<file path="src/hdl/flac_mbp_pkg.sv">
// Shared types and constants for the FLAC metadata block parser.
// No dependencies; imported by every module of the block.
package flac_mbp_pkg;

    localparam int OFFSET_WIDTH_DEFAULT = 32;

    localparam logic [31:0] FLAC_MAGIC     = 32'h664C_6143;
    localparam logic [6:0]  TYPE_STREAMINFO = 7'd0;
    localparam logic [6:0]  TYPE_PICTURE    = 7'd6;
    localparam logic [23:0] STREAMINFO_LEN  = 24'd34;
    localparam logic [23:0] PICTURE_MIN_LEN = 24'd32;

    localparam logic [1:0] STATUS_OK        = 2'd0;
    localparam logic [1:0] STATUS_BAD_MAGIC = 2'd1;
    localparam logic [1:0] STATUS_BAD_SINFO = 2'd2;
    localparam logic [1:0] STATUS_EARLY_END = 2'd3;

    typedef struct packed {
        logic [7:0] data_byte;
        logic       end_of_stream;
    } in_word_t;

    typedef struct packed {
        logic [1:0]  status;
        logic [19:0] rate_hz;
        logic [3:0]  channel_count;
        logic [5:0]  sample_bits;
        logic [35:0] total_samples;
        logic        picture_present;
        logic [31:0] picture_width;
        logic [31:0] picture_height;
        logic [31:0] picture_length;
        logic [31:0] picture_offset;
    } result_t;

endpackage

</file>
<file path="src/hdl/flac_mbp_in_stage.sv">
// Input register of the FLAC metadata parser: holds one stream word.
// Depends on flac_mbp_pkg.
module flac_mbp_in_stage (
    input  logic                   clk,
    input  logic                   rst_n,
    input  logic                   in_valid,
    output logic                   in_ready,
    input  flac_mbp_pkg::in_word_t in_word,
    output logic                   held_valid,
    output flac_mbp_pkg::in_word_t held_word,
    input  logic                   advance
);
    import flac_mbp_pkg::*;

    logic     valid_reg;
    in_word_t word_reg;

    assign in_ready   = !valid_reg || advance;
    assign held_valid = valid_reg;
    assign held_word  = word_reg;

    always_ff @(posedge clk or negedge rst_n)
    begin
        if (!rst_n)
        begin
            valid_reg <= 1'b0;
        end
        else if (in_ready)
        begin
            valid_reg <= in_valid;
        end
    end

    always_ff @(posedge clk)
    begin
        if (in_valid && in_ready)
        begin
            word_reg <= in_word;
        end
    end

endmodule

</file>
<file path="src/hdl/flac_mbp_core.sv">
// Parser state and combinational next-state logic of the FLAC metadata parser.
// Depends on flac_mbp_pkg.
module flac_mbp_core #(
    parameter int OFFSET_WIDTH = flac_mbp_pkg::OFFSET_WIDTH_DEFAULT
) (
    input  logic                   clk,
    input  logic                   rst_n,
    input  logic                   step,
    input  flac_mbp_pkg::in_word_t word,
    output logic                   res_valid,
    output flac_mbp_pkg::result_t  res
);
    import flac_mbp_pkg::*;

    typedef enum logic [3:0] {
        PH_MAGIC, PH_HEADER, PH_STREAM, PH_SKIP, PH_PTYPE, PH_MIMELEN,
        PH_MIMESKIP, PH_DESCLEN, PH_DESCSKIP, PH_PFIELDS, PH_DONE
    } phase_t;

    phase_t                  phase_reg, phase_next;
    logic [5:0]              fbi_reg, fbi_next;
    logic [23:0]             bbl_reg, bbl_next;
    logic                    last_reg, last_next;
    logic [6:0]              btype_reg, btype_next;
    logic [1:0]              kinds_reg, kinds_next;
    logic [31:0]             la_reg, la_next;
    logic [31:0]             skip_reg, skip_next;
    logic [OFFSET_WIDTH-1:0] pos_reg, pos_next;
    logic [63:0]             si_reg, si_next;
    logic [63:0]             pic0_reg, pic0_next;
    logic [63:0]             pic1_reg, pic1_next;

    logic [31:0] la_shift;
    logic [5:0]  fbi_inc;
    logic [23:0] bbl_dec;
    logic [31:0] skip_dec;
    logic [31:0] off_sat;
    logic        block_end;
    logic        emit;
    logic [1:0]  emit_status;

    assign la_shift = {la_reg[23:0], word.data_byte};
    assign fbi_inc  = fbi_reg + 6'd1;
    assign bbl_dec  = bbl_reg - 24'd1;
    assign skip_dec = skip_reg - 32'd1;

    // Clamp the stream position to 32 bits for the picture offset.
    generate
        if (OFFSET_WIDTH > 32)
        begin : g_wide_pos
            assign off_sat = (|pos_next[OFFSET_WIDTH-1:32]) ? '1 : pos_next[31:0];
        end
        else
        begin : g_narrow_pos
            assign off_sat = 32'(pos_next);
        end
    endgenerate

    always_comb
    begin
        phase_next  = phase_reg;
        fbi_next    = fbi_reg;
        bbl_next    = bbl_reg;
        last_next   = last_reg;
        btype_next  = btype_reg;
        kinds_next  = kinds_reg;
        la_next     = la_reg;
        skip_next   = skip_reg;
        pos_next    = pos_reg;
        si_next     = si_reg;
        pic0_next   = pic0_reg;
        pic1_next   = pic1_reg;
        block_end   = 1'b0;
        emit        = 1'b0;
        emit_status = STATUS_OK;

        if (word.end_of_stream)
        begin
            if (phase_reg != PH_DONE)
            begin
                emit        = 1'b1;
                emit_status = STATUS_EARLY_END;
            end
            phase_next = PH_MAGIC;
            fbi_next   = '0;
            bbl_next   = '0;
            last_next  = 1'b0;
            btype_next = '0;
            kinds_next = '0;
            la_next    = '0;
            skip_next  = '0;
            pos_next   = '0;
            si_next    = '0;
            pic0_next  = '0;
            pic1_next  = '0;
        end
        else if (phase_reg != PH_DONE)
        begin
            if (pos_reg != '1)
            begin
                pos_next = pos_reg + 1'b1;
            end
            case (phase_reg)
                PH_MAGIC:
                begin
                    la_next  = la_shift;
                    fbi_next = fbi_inc;
                    if (fbi_inc >= 6'd4)
                    begin
                        fbi_next = '0;
                        if (la_shift != FLAC_MAGIC)
                        begin
                            phase_next  = PH_DONE;
                            emit        = 1'b1;
                            emit_status = STATUS_BAD_MAGIC;
                        end
                        else
                        begin
                            phase_next = PH_HEADER;
                        end
                    end
                end
                PH_HEADER:
                begin
                    if (fbi_reg == 6'd0)
                    begin
                        last_next  = word.data_byte[7];
                        btype_next = word.data_byte[6:0];
                        la_next    = '0;
                        fbi_next   = 6'd1;
                    end
                    else
                    begin
                        la_next  = la_shift;
                        fbi_next = fbi_inc;
                        if (fbi_inc >= 6'd4)
                        begin
                            fbi_next   = '0;
                            bbl_next   = la_shift[23:0];
                            phase_next = PH_SKIP;
                            if (btype_reg == TYPE_STREAMINFO && !kinds_reg[0])
                            begin
                                kinds_next[0] = 1'b1;
                                if (la_shift[23:0] != STREAMINFO_LEN)
                                begin
                                    phase_next  = PH_DONE;
                                    emit        = 1'b1;
                                    emit_status = STATUS_BAD_SINFO;
                                end
                                else
                                begin
                                    phase_next = PH_STREAM;
                                end
                            end
                            else if (btype_reg == TYPE_PICTURE && !kinds_reg[1])
                            begin
                                kinds_next[1] = 1'b1;
                                if (la_shift[23:0] >= PICTURE_MIN_LEN)
                                begin
                                    phase_next = PH_PTYPE;
                                end
                            end
                            block_end = (la_shift[23:0] == '0) && !emit;
                        end
                    end
                end
                default:
                begin
                    // Byte inside a block body.
                    bbl_next  = bbl_dec;
                    block_end = (bbl_dec == '0);
                    case (phase_reg)
                        PH_STREAM:
                        begin
                            if (fbi_reg inside {[6'd10:6'd17]})
                            begin
                                si_next = {si_reg[55:0], word.data_byte};
                            end
                            if (fbi_reg < 6'd63)
                            begin
                                fbi_next = fbi_inc;
                            end
                        end
                        PH_PTYPE:
                        begin
                            fbi_next = fbi_inc;
                            if (fbi_inc >= 6'd4)
                            begin
                                phase_next = PH_MIMELEN;
                                fbi_next   = '0;
                                la_next    = '0;
                            end
                        end
                        PH_MIMELEN, PH_DESCLEN:
                        begin
                            la_next  = la_shift;
                            fbi_next = fbi_inc;
                            if (fbi_inc >= 6'd4)
                            begin
                                skip_next = la_shift;
                                fbi_next  = '0;
                                if (la_shift != '0)
                                begin
                                    phase_next = (phase_reg == PH_MIMELEN) ?
                                                 PH_MIMESKIP : PH_DESCSKIP;
                                end
                                else
                                begin
                                    la_next    = '0;
                                    phase_next = (phase_reg == PH_MIMELEN) ?
                                                 PH_DESCLEN : PH_PFIELDS;
                                end
                            end
                        end
                        PH_MIMESKIP, PH_DESCSKIP:
                        begin
                            skip_next = skip_dec;
                            if (skip_dec == '0)
                            begin
                                fbi_next   = '0;
                                la_next    = '0;
                                phase_next = (phase_reg == PH_MIMESKIP) ?
                                             PH_DESCLEN : PH_PFIELDS;
                            end
                        end
                        PH_PFIELDS:
                        begin
                            la_next  = la_shift;
                            fbi_next = fbi_inc;
                            if (fbi_inc == 6'd4)
                            begin
                                pic0_next = {la_shift, 32'd0};
                            end
                            else if (fbi_inc == 6'd8)
                            begin
                                pic0_next = {pic0_reg[63:32], pic0_reg[31:0] | la_shift};
                            end
                            else if (fbi_inc >= 6'd20)
                            begin
                                pic1_next  = {la_shift, off_sat};
                                phase_next = PH_SKIP;
                                fbi_next   = '0;
                            end
                        end
                        default:
                        begin
                            // Skip: count only.
                        end
                    endcase
                end
            endcase

            if (block_end)
            begin
                fbi_next = '0;
                if (last_reg)
                begin
                    phase_next  = PH_DONE;
                    emit        = 1'b1;
                    emit_status = STATUS_OK;
                end
                else
                begin
                    phase_next = PH_HEADER;
                end
            end
        end
    end

    // Result fields are built from the updated stores.
    always_comb
    begin
        res        = '0;
        res.status = emit_status;
        if (emit_status == STATUS_OK)
        begin
            if (kinds_next[0])
            begin
                res.rate_hz       = si_next[63:44];
                res.channel_count = {1'b0, si_next[43:41]} + 4'd1;
                res.sample_bits   = {1'b0, si_next[40:36]} + 6'd1;
                res.total_samples = si_next[35:0];
            end
            if (pic1_next[31:0] != '0)
            begin
                res.picture_present = 1'b1;
                res.picture_width   = pic0_next[63:32];
                res.picture_height  = pic0_next[31:0];
                res.picture_length  = pic1_next[63:32];
                res.picture_offset  = pic1_next[31:0];
            end
        end
    end

    assign res_valid = step && emit;

    always_ff @(posedge clk or negedge rst_n)
    begin
        if (!rst_n)
        begin
            phase_reg <= PH_MAGIC;
            fbi_reg   <= '0;
            bbl_reg   <= '0;
            last_reg  <= 1'b0;
            btype_reg <= '0;
            kinds_reg <= '0;
            la_reg    <= '0;
            skip_reg  <= '0;
            pos_reg   <= '0;
            si_reg    <= '0;
            pic0_reg  <= '0;
            pic1_reg  <= '0;
        end
        else if (step)
        begin
            phase_reg <= phase_next;
            fbi_reg   <= fbi_next;
            bbl_reg   <= bbl_next;
            last_reg  <= last_next;
            btype_reg <= btype_next;
            kinds_reg <= kinds_next;
            la_reg    <= la_next;
            skip_reg  <= skip_next;
            pos_reg   <= pos_next;
            si_reg    <= si_next;
            pic0_reg  <= pic0_next;
            pic1_reg  <= pic1_next;
        end
    end

endmodule

</file>
<file path="src/hdl/flac_mbp_out_stage.sv">
// Result register of the FLAC metadata parser: holds one summary word.
// Depends on flac_mbp_pkg.
module flac_mbp_out_stage (
    input  logic                  clk,
    input  logic                  rst_n,
    input  logic                  load,
    input  flac_mbp_pkg::result_t load_word,
    output logic                  space,
    output logic                  out_valid,
    input  logic                  out_ready,
    output flac_mbp_pkg::result_t out_word
);
    import flac_mbp_pkg::*;

    logic    valid_reg;
    result_t word_reg;

    assign space     = !valid_reg || out_ready;
    assign out_valid = valid_reg;
    assign out_word  = word_reg;

    always_ff @(posedge clk or negedge rst_n)
    begin
        if (!rst_n)
        begin
            valid_reg <= 1'b0;
        end
        else if (space)
        begin
            valid_reg <= load;
        end
    end

    always_ff @(posedge clk)
    begin
        if (load && space)
        begin
            word_reg <= load_word;
        end
    end

endmodule

</file>
<file path="src/hdl/flac_metadata_block_parser.sv">
// FLAC metadata block parser: one stream byte per word in, at most one summary out.
// An accepted word waits in the input register until the result register has space,
// then updates the parser; any summary it causes is registered onto out_valid with it.
// Throughput: one word per cycle while the result register has space for a summary.
// Reset: rst_n clears all parser state and both stage valid flags at once.
// Depends on flac_mbp_pkg, flac_mbp_in_stage, flac_mbp_core, flac_mbp_out_stage.
module flac_metadata_block_parser #(
    parameter int OFFSET_WIDTH = flac_mbp_pkg::OFFSET_WIDTH_DEFAULT
) (
    input  logic        clk,
    input  logic        rst_n,
    input  logic        in_valid,
    output logic        in_ready,
    input  logic [7:0]  data_byte,
    input  logic        end_of_stream,
    output logic        out_valid,
    input  logic        out_ready,
    output logic [1:0]  status,
    output logic [19:0] rate_hz,
    output logic [3:0]  channel_count,
    output logic [5:0]  sample_bits,
    output logic [35:0] total_samples,
    output logic        picture_present,
    output logic [31:0] picture_width,
    output logic [31:0] picture_height,
    output logic [31:0] picture_length,
    output logic [31:0] picture_offset
);
    import flac_mbp_pkg::*;

    in_word_t in_word;
    in_word_t held_word;
    logic     held_valid;
    logic     out_space;
    logic     advance;
    logic     res_valid;
    result_t  res;
    result_t  out_word;

    assign in_word.data_byte     = data_byte;
    assign in_word.end_of_stream = end_of_stream;

    // Advance the held word into the parser whenever the result register can
    // take whatever it produces; a waiting summary stalls only this step.
    assign advance = held_valid && out_space;

    flac_mbp_in_stage u_in_stage (
        .clk        (clk),
        .rst_n      (rst_n),
        .in_valid   (in_valid),
        .in_ready   (in_ready),
        .in_word    (in_word),
        .held_valid (held_valid),
        .held_word  (held_word),
        .advance    (advance)
    );

    // Walk magic, block headers and the STREAMINFO / PICTURE bodies.
    flac_mbp_core #(
        .OFFSET_WIDTH (OFFSET_WIDTH)
    ) u_core (
        .clk       (clk),
        .rst_n     (rst_n),
        .step      (advance),
        .word      (held_word),
        .res_valid (res_valid),
        .res       (res)
    );

    // Hold the summary until the downstream side takes it.
    flac_mbp_out_stage u_out_stage (
        .clk       (clk),
        .rst_n     (rst_n),
        .load      (res_valid),
        .load_word (res),
        .space     (out_space),
        .out_valid (out_valid),
        .out_ready (out_ready),
        .out_word  (out_word)
    );

    assign status          = out_word.status;
    assign rate_hz         = out_word.rate_hz;
    assign channel_count   = out_word.channel_count;
    assign sample_bits     = out_word.sample_bits;
    assign total_samples   = out_word.total_samples;
    assign picture_present = out_word.picture_present;
    assign picture_width   = out_word.picture_width;
    assign picture_height  = out_word.picture_height;
    assign picture_length  = out_word.picture_length;
    assign picture_offset  = out_word.picture_offset;

endmodule
</file>
<file path="config.mk">
export PLATFORM = sky130hd
export DESIGN_NAME = flac_metadata_block_parser
export DESIGN_NICKNAME = d
export VERILOG_FILES = /design/src/hdl/flac_mbp_pkg.sv /design/src/hdl/flac_mbp_in_stage.sv /design/src/hdl/flac_mbp_core.sv /design/src/hdl/flac_mbp_out_stage.sv /design/src/hdl/flac_metadata_block_parser.sv
export SDC_FILE = /design/constraint.sdc
export NUM_CORES = 1
export LEC_CHECK = 0
export BUFFER_PORTS_ARGS = -buffer_cell sky130_fd_sc_hd__buf_2
export CAP_MARGIN = 10
export CORE_MARGIN = 2
export CORE_UTILIZATION = 55
export CTS_BUF_LIST = sky130_fd_sc_hd__clkbuf_16
export DETAILED_ROUTE_END_ITERATION = 7
export PLACE_DENSITY = 0.74
export SLEW_MARGIN = 0
export SYNTH_ARGS = -nofsm -noshare
export SYNTH_HDL_FRONTEND = slang
export SYNTH_HIERARCHICAL = 1
export SYNTH_SLANG_ARGS = --single-unit
</file>
<file path="constraint.sdc">
create_clock -name clk -period 6.2 [get_ports clk]
set_clock_uncertainty 0.15 [all_clocks]
set_input_delay 1.24 -clock clk [delete_from_list [all_inputs] [get_ports clk]]
set_output_delay 1.24 -clock clk [all_outputs]
set_load 0.02 [all_outputs]
</file>
==> results_dict.tcl, run 1 <==
set metrics [dict create \
    status "finished clean" \
    critPathArrivalTime_ns 4.97 \
    remaining_drc_errors 0 \
    synth_seq_area_share_pct 53.6 \
    synthFlopType "dfrtp_1" \
    maxCapViolCount 0 \
    dp_slack_ns 1.52 \
    final.min_clock_period_ns 4.79 \
    track_usage_pct 29.6 \
    cp_max_fo 97 \
    firstDrtPassIters 6 \
    wirelength_mm 75.7 \
    syn_nets 2683 \
    slew-limit-headroom_pct 14.8 \
    clock_latency_ns 0.62 \
    fin_nets 2740 \
    async_reset_ff_share_pct 61.3 \
    cts_buffers 55 \
    post_cts_resized 0 \
    ant_nets 0 \
    dp_hpwl_mm 46.9 \
    fin_total_pwr_uw 12000 \
    die_w_um 225 \
    power_leakage_uw 0.0120 \
    setup.worst_path.class "flop to flop" \
    fillers 3874 \
    ys_warn_count 6 \
    core_region_area_mm2 0.0478 \
    synth_edf_count 206 \
    start_util_pct 55.9 \
    ys_ff_latch 532 \
    clkSinkCount 532 \
    start_kind "flop" \
    post_cts_buffers 0 \
    wl_per_cell_um 22.4 \
    worst_slew_pin_slew_ns 1.28 \
    syn_inst 2657 \
    synth_top_area_share_pct 30.5 \
    grt_pass1_vias 20781 \
    vias 22242 \
    finalHoldViolations 0 \
    via_per_inst 6.59 \
    max_freq_mhz 209 \
    hold_path_class "flop to flop" \
    cts_root_buffer "clkbuf_16" \
    setup_ws_ns 1.41 \
    areaGrowthSynthToFinish_pct 11.9 \
    setup_tns_ns 0 \
    drive_above_1_share_pct 14.3 \
    post-route-period-util_pct 77.2 \
    overflow 0 \
    clk_path_buf_depth 3 \
    drv_slew 0 \
    cts_max_level 2 \
    crit_required_ns 6.38 \
    mostFrequentLayoutCells "326 x dfrtp_1, 254 x nand2_1, 235 x a21oi_1" \
    dieArea_mm2 0.0504 \
    die_h_um 225 \
    yosys.area.top_type "dfrtp_1" \
    power_density_mw_per_mm2 401 \
    largest_reg_flops 197 \
    antenna_found_initial 0 \
    grt_max_degree 145 \
    syn_area_per_cell_um2 10.1 \
    grt_setup_unrepaired "false" \
    peakVddDrop_uv 227 \
    cts.clk_slew.worst_paths_ns 0.06 \
    endpoint_kind "flop" \
    layout_commonest_cell "dfrtp_1" \
    io_pins 212 \
    yosysUniqueCellTypes 83 \
    cts_tree "done" \
    row_count 80 \
    grt_pass1_wl_mm 118 \
    port_buffers 211 \
    cts_hold_buf 0 \
    gp_congestion 0.931 \
    syn-cell-area_mm2 0.0267 \
    synth_area_leaders "dfrtp_1 31%, edfxtp_1 23%, o2bb2ai_1 4.8%, a21oi_1 4.5%, nand2_1 3.6%" \
    drt_iter0_drc 2659 \
    setup_viol 0 \
]
power breakdown:
group	switching (µW)	internal [µW]
clock network	1430	1900
logic	2490	1150
registers	719	4320
synthesized netlist by cell type (all sizes together) (34+ instances only):
cell type and number:
buf 40, nor3 139, clkbuf 212, mux2i 73, inv 34, nor4 70, nand4 38, dfrtp 326
edfxtp 206, nor2 189, o21ai 141, nand2 254, a21boi 55, a22o 50, a21oi 238, o2bb2ai 146
nand3 38, a22oi 83
critical path, stage by stage (launching register included):
cell and delay, ns:
dfrtp_1 0.68, nand4bb_1 0.47, nand4_1 0.59, a211o_1 0.62
o21ai_1 0.24, nor3b_2 0.28, a2bb2oi_1 0.32, nand4_1 0.20
nor4_4 0.37, buf_12 0.40, nor4_1 0.13
metal layers:
metal,vias up,part of all wire (%),global-route usage (%)
li1,10088,-,-
met1,10879,44,43.6
met4,0,2.9,9.44
met3,167,9.2,6.45
met2,1108,44,43.8
met5,-,0,0
final timing paths:
kind                                      from                        to  slack [ns]  cells after the start
setup / recovery           u_core/phase_reg[2]  u_out_stage/out_word[73]        1.41                     10
hold / removal             u_core/btype_reg[5]       u_core/btype_reg[5]        0.32                      2
setup reg to reg           u_core/phase_reg[2]  u_out_stage/out_word[73]        1.41                     10
hold reg to reg            u_core/btype_reg[5]       u_core/btype_reg[5]        0.32                      2
max in group asynchronous                rst_n        u_core/bbl_reg[18]        4.20                      2
min in group asynchronous                rst_n         u_core/si_reg[52]        0.47                      1
kinds of logic (layout without fill, tap and decap cells):
family | after synthesis | count (layout) | synth area share [%]
multiplexers | 88 | 88 | 3.36
adder cells (fa/ha/maj) | 13 | 13 | 0.608
flip-flops | 532 | 532 | 53.6
other | 0 | 1 | 0
AO/OA/AOI/OAI | 847 | 847 | 21.4
XOR/XNOR | 34 | 34 | 1.11
AND/OR/NAND/NOR | 857 | 857 | 15.7
buffers and inverters | 286 | 390 | 4.15
layout make-up:
| class | instances | area, µm² | area share, % |
|---|---|---|---|
| Clock inverter | 48 | 422 | 1.41 |
| Inverter | 34 | 133 | 0.443 |
| Multi-Input combinational cell | 1839 | 11400 | 38.1 |
| Tap cell | 615 | 769 | 2.57 |
| Sequential cell | 532 | 14300 | 47.9 |
| Timing Repair Buffer | 252 | 1460 | 4.88 |
| Clock buffer | 56 | 1400 | 4.68 |
| Antenna cell | 1 | 2.50 | 0.00836 |
through the flow:
| stage | hold slack [ns] | utilization (%) | std cells | instance area, µm² |
|---|---|---|---|---|
| 3_3_place_gp | 0.296 | 58.7 | 3272 | 28100 |
| 4_1_cts | 0.323 | 62.5 | 3376 | 29900 |
| 6_report | 0.323 | 62.5 | 3377 | 29900 |
| 3_5_place_dp | 0.309 | 58.7 | 3272 | 28100 |
| 5_1_grt | 0.348 | 62.5 | 3376 | 29900 |
| 2_1_floorplan | 0.280 | - | 2657 | 26700 |
(Power assumes the default switching activity.)
==> run 2, diff against run 1 <==
Clock period 6.2 ns to 4.9 ns, I/O delays scaled along.
==> results_dict.tcl, run 2 (synthesis results as in run 1) <==
set metrics [dict create \
    power_density_mw_per_mm2 509 \
    peakVddDrop_uv 318 \
    setup_tns_ns 0 \
    p_sw_share_pct 38.4 \
    max_freq_mhz 222 \
    largest_reg_flops 197 \
    fin_nets 2779 \
    io_pins 212 \
    cp_max_fo 33 \
    holdWs_ns 0.172 \
    clock_latency_ns 0.64 \
    fin_cells 3415 \
    post_cts_resized 0 \
    p_int_uw 9480 \
    drive_above_1_share_pct 15.4 \
    antenna_found_initial 0 \
    start_kind "flop" \
    critPathArrivalTime_ns 4.66 \
    layout_commonest_cell "dfrtp_1" \
    place_inst 3309 \
    setup.worst_path.class "flop to flop" \
    endpoint_kind "flop" \
    die_w_um 225 \
    status "finished clean" \
    row_count 80 \
    dp_hpwl_mm 48.5 \
    setup_viol 0 \
    die_h_um 225 \
    port_buffers 211 \
    cts_root_buffer "clkbuf_16" \
    cp_cell_sequence "inv_1, ha_1, nor3b_1, nand4_1, a2111oi_0, nand3_2, nor4_2, o21ai_0, a211oi_1, and2_4, buf_12" \
    grt_max_degree 130 \
    pwr-share-clk_pct 27.7 \
    grt_pass1_vias 20835 \
    drt_iter0_drc 2805 \
    final.min_clock_period_ns 4.50 \
    seqPwrFrac_pct 40.6 \
    rrSetupSlack_ns 0.40 \
    crit_slowest_cell "nor3b_1" \
    cts_tree "done" \
    crit_buf_inv 2 \
    wirelength_mm 76.9 \
    via_per_inst 6.59 \
    mostFrequentLayoutCells "326 x dfrtp_1, 254 x nand2_1, 235 x a21oi_1" \
    post_cts_buffers 0 \
    cts_hold_buf 0 \
    diodes 0 \
    p_switching_uw 5920 \
    remaining_drc_errors 0 \
    cts_buffers 56 \
    post-route-period-util_pct 91.7 \
    power_leakage_uw 0.0122 \
    core_region_area_mm2 0.0478 \
    cts.clk_slew.worst_paths_ns 0.06 \
    grt_pass1_wl_mm 120 \
    slew-limit-headroom_pct 21.2 \
    pwr-share-comb_pct 31.7 \
    start_util_pct 55.9 \
    areaGrowthSynthToFinish_pct 13.3 \
    critPathMaxStageDelay_ns 0.69 \
    wl_per_cell_um 22.5 \
    ant_nets 0 \
    grt_setup_unrepaired "false" \
    clk_path_buf_depth 3 \
    hold_path_class "input port to async pin" \
    maxCapViolCount 0 \
    drv_slew 0 \
    cpLargestDelayFamily "simple AND/OR/NAND/NOR gates" \
    vias 22508 \
    worst_slew_pin_slew_ns 1.17 \
    firstDrtPassIters 8 \
    fillers 3843 \
    overflow 0 \
    crit_required_ns 5.06 \
    cts_max_level 2 \
    final_util_pct 63.3 \
    track_usage_pct 29.9 \
    clkSinkCount 532 \
    dieArea_mm2 0.0504 \
    finalHoldViolations 0 \
    gp_congestion 0.939 \
]
## run 2: cell types whose count changed in the layout (fill, tap and decap cells not counted), moves of 2 or more
cell and change:
nor2_4 -2, clkinv_2 +2, nor2_2 +2, clkinv_1 +3, clkinvlp_4 -6, buf_4 +32
buf_12 +5
## run 2: final cells by class
type / instances / area (µm²) / share of cell area [%]
Clock buffer: 57 / 1430 / 4.71
Sequential cell: 532 / 14300 / 47.4
Multi-Input combinational cell: 1839 / 11400 / 37.5
Clock inverter: 48 / 423 / 1.40
Tap cell: 615 / 769 / 2.54
Timing Repair Buffer: 290 / 1830 / 6.04
Inverter: 34 / 133 / 0.438
## run 2: power groups by stage
stage	sequential (µW)	combinational (µW)	clock (µW)
final	6260	4890	4260
after global routing	6350	5330	4480
after CTS	6230	4830	4320
after detailed placement	6300	4820	0
after global placement	6280	4750	0
after floorplan	6360	3080	0
## run 2: final timing paths
kind / from / to / cells after the start
max: u_core/bbl_reg[0] / u_out_stage/out_word[168] / 11
max in group asynchronous: rst_n / u_core/bbl_reg[19] / 2
max reg2reg: u_core/bbl_reg[0] / u_out_stage/out_word[168] / 11
min reg2reg: u_core/btype_reg[6] / u_core/btype_reg[6] / 2
min in group clk: u_core/btype_reg[6] / u_core/btype_reg[6] / 2
min: rst_n / u_core/si_reg[50] / 1
## run 2: worst register-to-register path, stage by stage (launching register included)
cell       delay (ns)
dfrtp_1          0.46
inv_1            0.11
ha_1             0.24
nor3b_1          0.69
nand4_1          0.15
a2111oi_0        0.64
nand3_2          0.13
nor4_2           0.37
o21ai_0          0.15
a211oi_1         0.29
and2_4           0.50
buf_12           0.28
## run 2: through the flow
stage / setup slack [ns] / area [µm²] / power, µW
finish: 0.405 / 30300 / 15400
global route: 0.0801 / 30300 / 16200
CTS: 0.393 / 30300 / 15400
detailed placement: 0.446 / 28400 / 11100
global placement: 0.546 / 28400 / 11000
floorplan: 0.104 / 26700 / 9440
## run 2: metal layers
layer	track usage [%]	wire length (µm)	vias up	part of all wire (%)
met5	0	0	-	0
met1	44.9	33300	11069	43
met2	44.9	34700	1119	45
met3	5.41	6920	160	9.0
met4	8.44	2040	0	2.7
li1	-	-	10160	-
